### src/rtl/core/tmp_divider.sv
// tmp_divider: pipelined restoring divider, one quotient bit per stage.
// The upper dividend bits above the quotient width must be below the divisor.
// Depends on nothing; used by trapezoid_motion_profile.
`default_nettype none

module tmp_divider #(
  parameter int unsigned NUM_W = 40,
  parameter int unsigned DEN_W = 24,
  parameter int unsigned QUO_W = 17
) (
  input  logic             clk,
  input  logic             en,
  input  logic [NUM_W-1:0] num,
  input  logic [DEN_W-1:0] den,
  output logic [QUO_W-1:0] quo
);

  localparam int unsigned HI_W = NUM_W - QUO_W;

  logic [DEN_W-1:0] rem_q [QUO_W-1];
  logic [QUO_W-1:0] quo_q [QUO_W];
  logic [QUO_W-1:0] low_q [QUO_W-1];
  logic [DEN_W-1:0] den_q [QUO_W-1];

  for (genvar k = 0; k < QUO_W; k++) begin : g_stage
    logic [DEN_W-1:0] rem_in;
    logic [QUO_W-1:0] quo_in;
    logic [QUO_W-1:0] low_in;
    logic [DEN_W-1:0] den_in;
    logic [DEN_W:0]   trial;
    logic [DEN_W:0]   diff;
    logic             ge;

    if (k == 0) begin : g_first
      if (HI_W > 0) begin : g_hi
        assign rem_in = DEN_W'(num[NUM_W-1:QUO_W]);
      end else begin : g_nohi
        assign rem_in = '0;
      end
      assign quo_in = '0;
      assign low_in = num[QUO_W-1:0];
      assign den_in = den;
    end else begin : g_next
      assign rem_in = rem_q[k-1];
      assign quo_in = quo_q[k-1];
      assign low_in = low_q[k-1];
      assign den_in = den_q[k-1];
    end

    assign trial = {rem_in, low_in[QUO_W-1-k]};
    assign diff  = trial - {1'b0, den_in};
    assign ge    = (trial >= {1'b0, den_in});

    always_ff @(posedge clk) begin
      if (en) begin
        quo_q[k] <= {quo_in[QUO_W-2:0], ge};
      end
    end

    if (k < QUO_W - 1) begin : g_carry
      always_ff @(posedge clk) begin
        if (en) begin
          rem_q[k] <= ge ? diff[DEN_W-1:0] : trial[DEN_W-1:0];
          low_q[k] <= low_in;
          den_q[k] <= den_in;
        end
      end
    end
  end

  assign quo = quo_q[QUO_W-1];

endmodule

`default_nettype wire
### config.mk
export PLATFORM = sky130hd
export DESIGN_NAME = tmp_divider
export DESIGN_NICKNAME = d
export VERILOG_FILES = /design/src/rtl/core/tmp_divider.sv
export SDC_FILE = /design/constraint.sdc
export NUM_CORES = 2
export LEC_CHECK = 0
export BUFFER_PORTS_ARGS = -buffer_cell sky130_fd_sc_hd__buf_2
export CAP_MARGIN = 15
export CELL_PAD_IN_SITES_DETAIL_PLACEMENT = 0
export CELL_PAD_IN_SITES_GLOBAL_PLACEMENT = 1
export CORE_MARGIN = 3
export CORE_UTILIZATION = 28
export DETAILED_ROUTE_END_ITERATION = 10
export PLACE_DENSITY_LB_ADDON = 0.3
export SETUP_SLACK_MARGIN = 0.4
export SLEW_MARGIN = 20
export SYNTH_ARGS = -nofsm -noshare
export SYNTH_HDL_FRONTEND = slang
export SYNTH_SLANG_ARGS = --single-unit
### constraint.sdc
create_clock -name clk -period 3.3 [get_ports clk]
set_input_delay 0.66 -clock clk [delete_from_list [all_inputs] [get_ports clk]]
set_output_delay 0.66 -clock clk [all_outputs]
set_load 0.02 [all_outputs]
==> impl_metrics.ini <==
[setup_path]
path_cells = ha_1 -> o21a_1 -> o31a_1 -> o31ai_4 -> nand2_2 -> a311o_2 -> a31oi_4 -> o31a_1 -> o21ai_2 -> a211o_4 -> clkbuf_16 -> mux2_4
critPathMaxFanout = 6
crit_path_frequent_cell = o31a_1
reg2reg_setup_slack_ns = -0.08
critPathLaunchType = flip-flop
critical-path-max-stage-delay_ns = 0.41
cp.arrival_ns = 3.91
criticalPathCategory = flip-flop to flip-flop
cp.required_ns = 3.82
slowest_stage = edfxtp_1
crit_path_end_kind = flip-flop

[run_status]
violations = setup timing
status = finished with violations

[sta]
finalMaxSlewViolations = 0
setup_viol = 40
clock_skew_ns = 0.0476
fin_hold_ws_ns = 0.0824
max_slew.worst_pin.slew_ns = 0.592
finalCriticalPeriod_ns = 3.38
fmax_mhz = 295
final_hold_viol_count = 0
relSlewSlack_pct = 60.5
post-route-period-util_pct = 103
setup_ws_ns = -0.0846
tns_ns = -2.12
rsz0062_at_grt = yes

[routing]
routedWlPerCell_um = 15.7
routed_via_density = 4.57
vias = 37400
routed_wl_mm = 128
drt-pass1-iter-count = 6
drt_first_iter_violations = 1542
drc = 0
antenna_left = 0

[clock_tree]
insertion_delay_ns = 0.78
cts_tree = yes
clock_path_buffers = 3
path_clk_slew_ns = 0.05
cts.sinks = 1057
cts-root-buf = clkbuf_16
numCtsBuffers = 131
htreeDepth = 4

[cells_and_area]
fin_cells = 8187
nNetsFinal = 5930
layout-drive-gt1-share_pct = 27.5
mostFrequentLayoutCell = edfxtp_1
mostFrequentLayoutCells = 1057 x edfxtp_1, 530 x buf_4, 476 x inv_1
syn2layout_area_growth_pct = 29.7
post-route-util_pct = 36.7

[yosys]
syn_area_um2 = 56300
ys.flop_type = edfxtp_1
synth_compound_area_share_pct = 13.2
synthArstFlopShare_pct = 0
ys_warn_count = 0
synth_edf_count = 1057
yosys.area_share.xor_xnor_pct = 4.93
synth_cells = 4652
syn_avg_cell_area_um2 = 12.1
ys_ff_latch = 1057
synth_mux_area_share_pct = 4.05
yosysSeqAreaShare_pct = 56.4
synth_cell_types = 94
syn_nets = 5142
synth_top_family_by_area = compound AO/OA/AOI/OAI gates
synthAdderAreaFrac_pct = 9.64
synthSimpleGateAreaFrac_pct = 7.76

[placed_design]
numPortBuffers = 82
hpwl_mm = 91.6
dpl_worst_slack_ns = -0.260
dp_cells = 7775
place.gp.congestion = 0.900

[grt]
grt_max_degree = 111
grt_pass1_vias = 38400
grt_pass1_wl_mm = 196
grt-ovfl-total = 0
antenna_found_initial = 1
track_usage_pct = 11.9

[floorplan]
die_w_um = 454
die_h_um = 454
dieArea_um2 = 206000
io_pins = 83
start_util_pct = 28.3
rows = 163
core_area_um2 = 199000

[job]
maxCapViolations = 0

[hold_path]
worstHoldPathType = primary input to flip-flop

[pwr]
ir_drop_uv = 614
leakage_nw = 29.9
pwr_density_cell_nw_per_um2 = 988
-- state kept, by name, summed over array words and instances (netlist names) --
name	cells
rem_q	384
den_q	384
low_q	136
quo_q	153
-- where the power goes --
group	internal [mW]	switching, mW	total, mW
sequential	19.6	1.75	21.3
clock	8.25	5.73	14.0
combinational	19.2	17.6	36.8
total	47.0	25.1	72.1
-- Yosys cell counts, types with 21 or more instances --
master	instances	share of area, %
edfxtp_1	1057	56
inv_1	497	3.3
ha_1	408	9.1
a21oi_1	363	3.2
nor2_1	270	1.8
o21ai_0	247	2.2
nand2_1	230	1.5
xnor2_1	190	3.0
a21o_1	179	2.4
xor2_1	127	2.0
mux2_2	125	2.5
nand3_1	69	0.61
nor2b_1	65	0.72
o21a_1	65	0.87
nand2b_1	63	0.70
clkbuf_1	59	0.39
nand4_1	56	0.62
nor3_1	44	0.39
mux2_1	39	0.78
a31oi_1	37	0.41
and3_1	34	0.38
o21bai_1	31	0.41
a211oi_1	26	0.35
mux2i_1	21	0.37
o31ai_1	21	0.28
-- repair_timing --
action,in CTS,in global routing
endpoints found under the setup margin,374,379
gates cloned,11,17
resized for setup,274,330
hold buffers,15,0
buffers inserted,73,56
endpoints found under the hold margin,15,0
pin swaps,115,119
-- metal layers --
layer,wire length (um),up-vias,global-route usage [%]
li1,-,18700,-
met1,44300,17700,11.1
met2,71600,589,23.7
met3,3580,373,2.05
met4,8670,0,6.98
met5,0,-,0
-- metrics by stage --
stage          total power [mW]  area [um2]
2_1_floorplan              42.4       57200
3_3_place_gp               51.6       64500
3_5_place_dp               51.8       64500
4_1_cts                    69.5       70900
5_1_grt                    76.9       73000
6_report                   72.1       73000
-- cell families (layout without fill, tap and decap cells) --
kind of cell    count (synthesis)  in the layout
simple gates                  911            911
mux                           200            200
fa+ha+maj                     424            424
xor+xnor                      317            317
buf+inv                       585           1478
compound gates               1158           1158
flops                        1057           1057
other cells                     0              2
-- final cells by class --
cell class	count	area [um2]
clock buffers	159	3430
inverters	498	1870
multi-input cells	3010	25300
diodes	2	5.00
fillers	19300	126000
flip-flops and latches	1057	31700
well taps	2640	3300
repair buffers	742	6610
clock inverters	79	795
-- worst max-delay path: cells and delay by family, from the launching register on --
kind                     cells  cell delay, ns
flip-flops                   1            0.41
AO/OA/AOI/OAI                8            1.74
buffers and inverters        1            0.20
multiplexers                 1            0.29
adder cells (fa/ha/maj)      1            0.37
AND/OR/NAND/NOR              1            0.13
-- worst paths after layout --
check / endpoint / depth (start not counted) / startpoint
worst max-delay path: rem_q[1][35]$_DFFE_PP_ / 12 / rem_q[1][1]$_DFFE_PP_
worst min-delay path: low_q[0][5]$_DFFE_PP_ / 1 / num[5]
worst max register to register: rem_q[1][35]$_DFFE_PP_ / 12 / rem_q[1][1]$_DFFE_PP_
worst min register to register: low_q[1][6]$_DFFE_PP_ / 0 / low_q[0][125]$_DFFE_PP_
(Power assumes the default switching activity.)
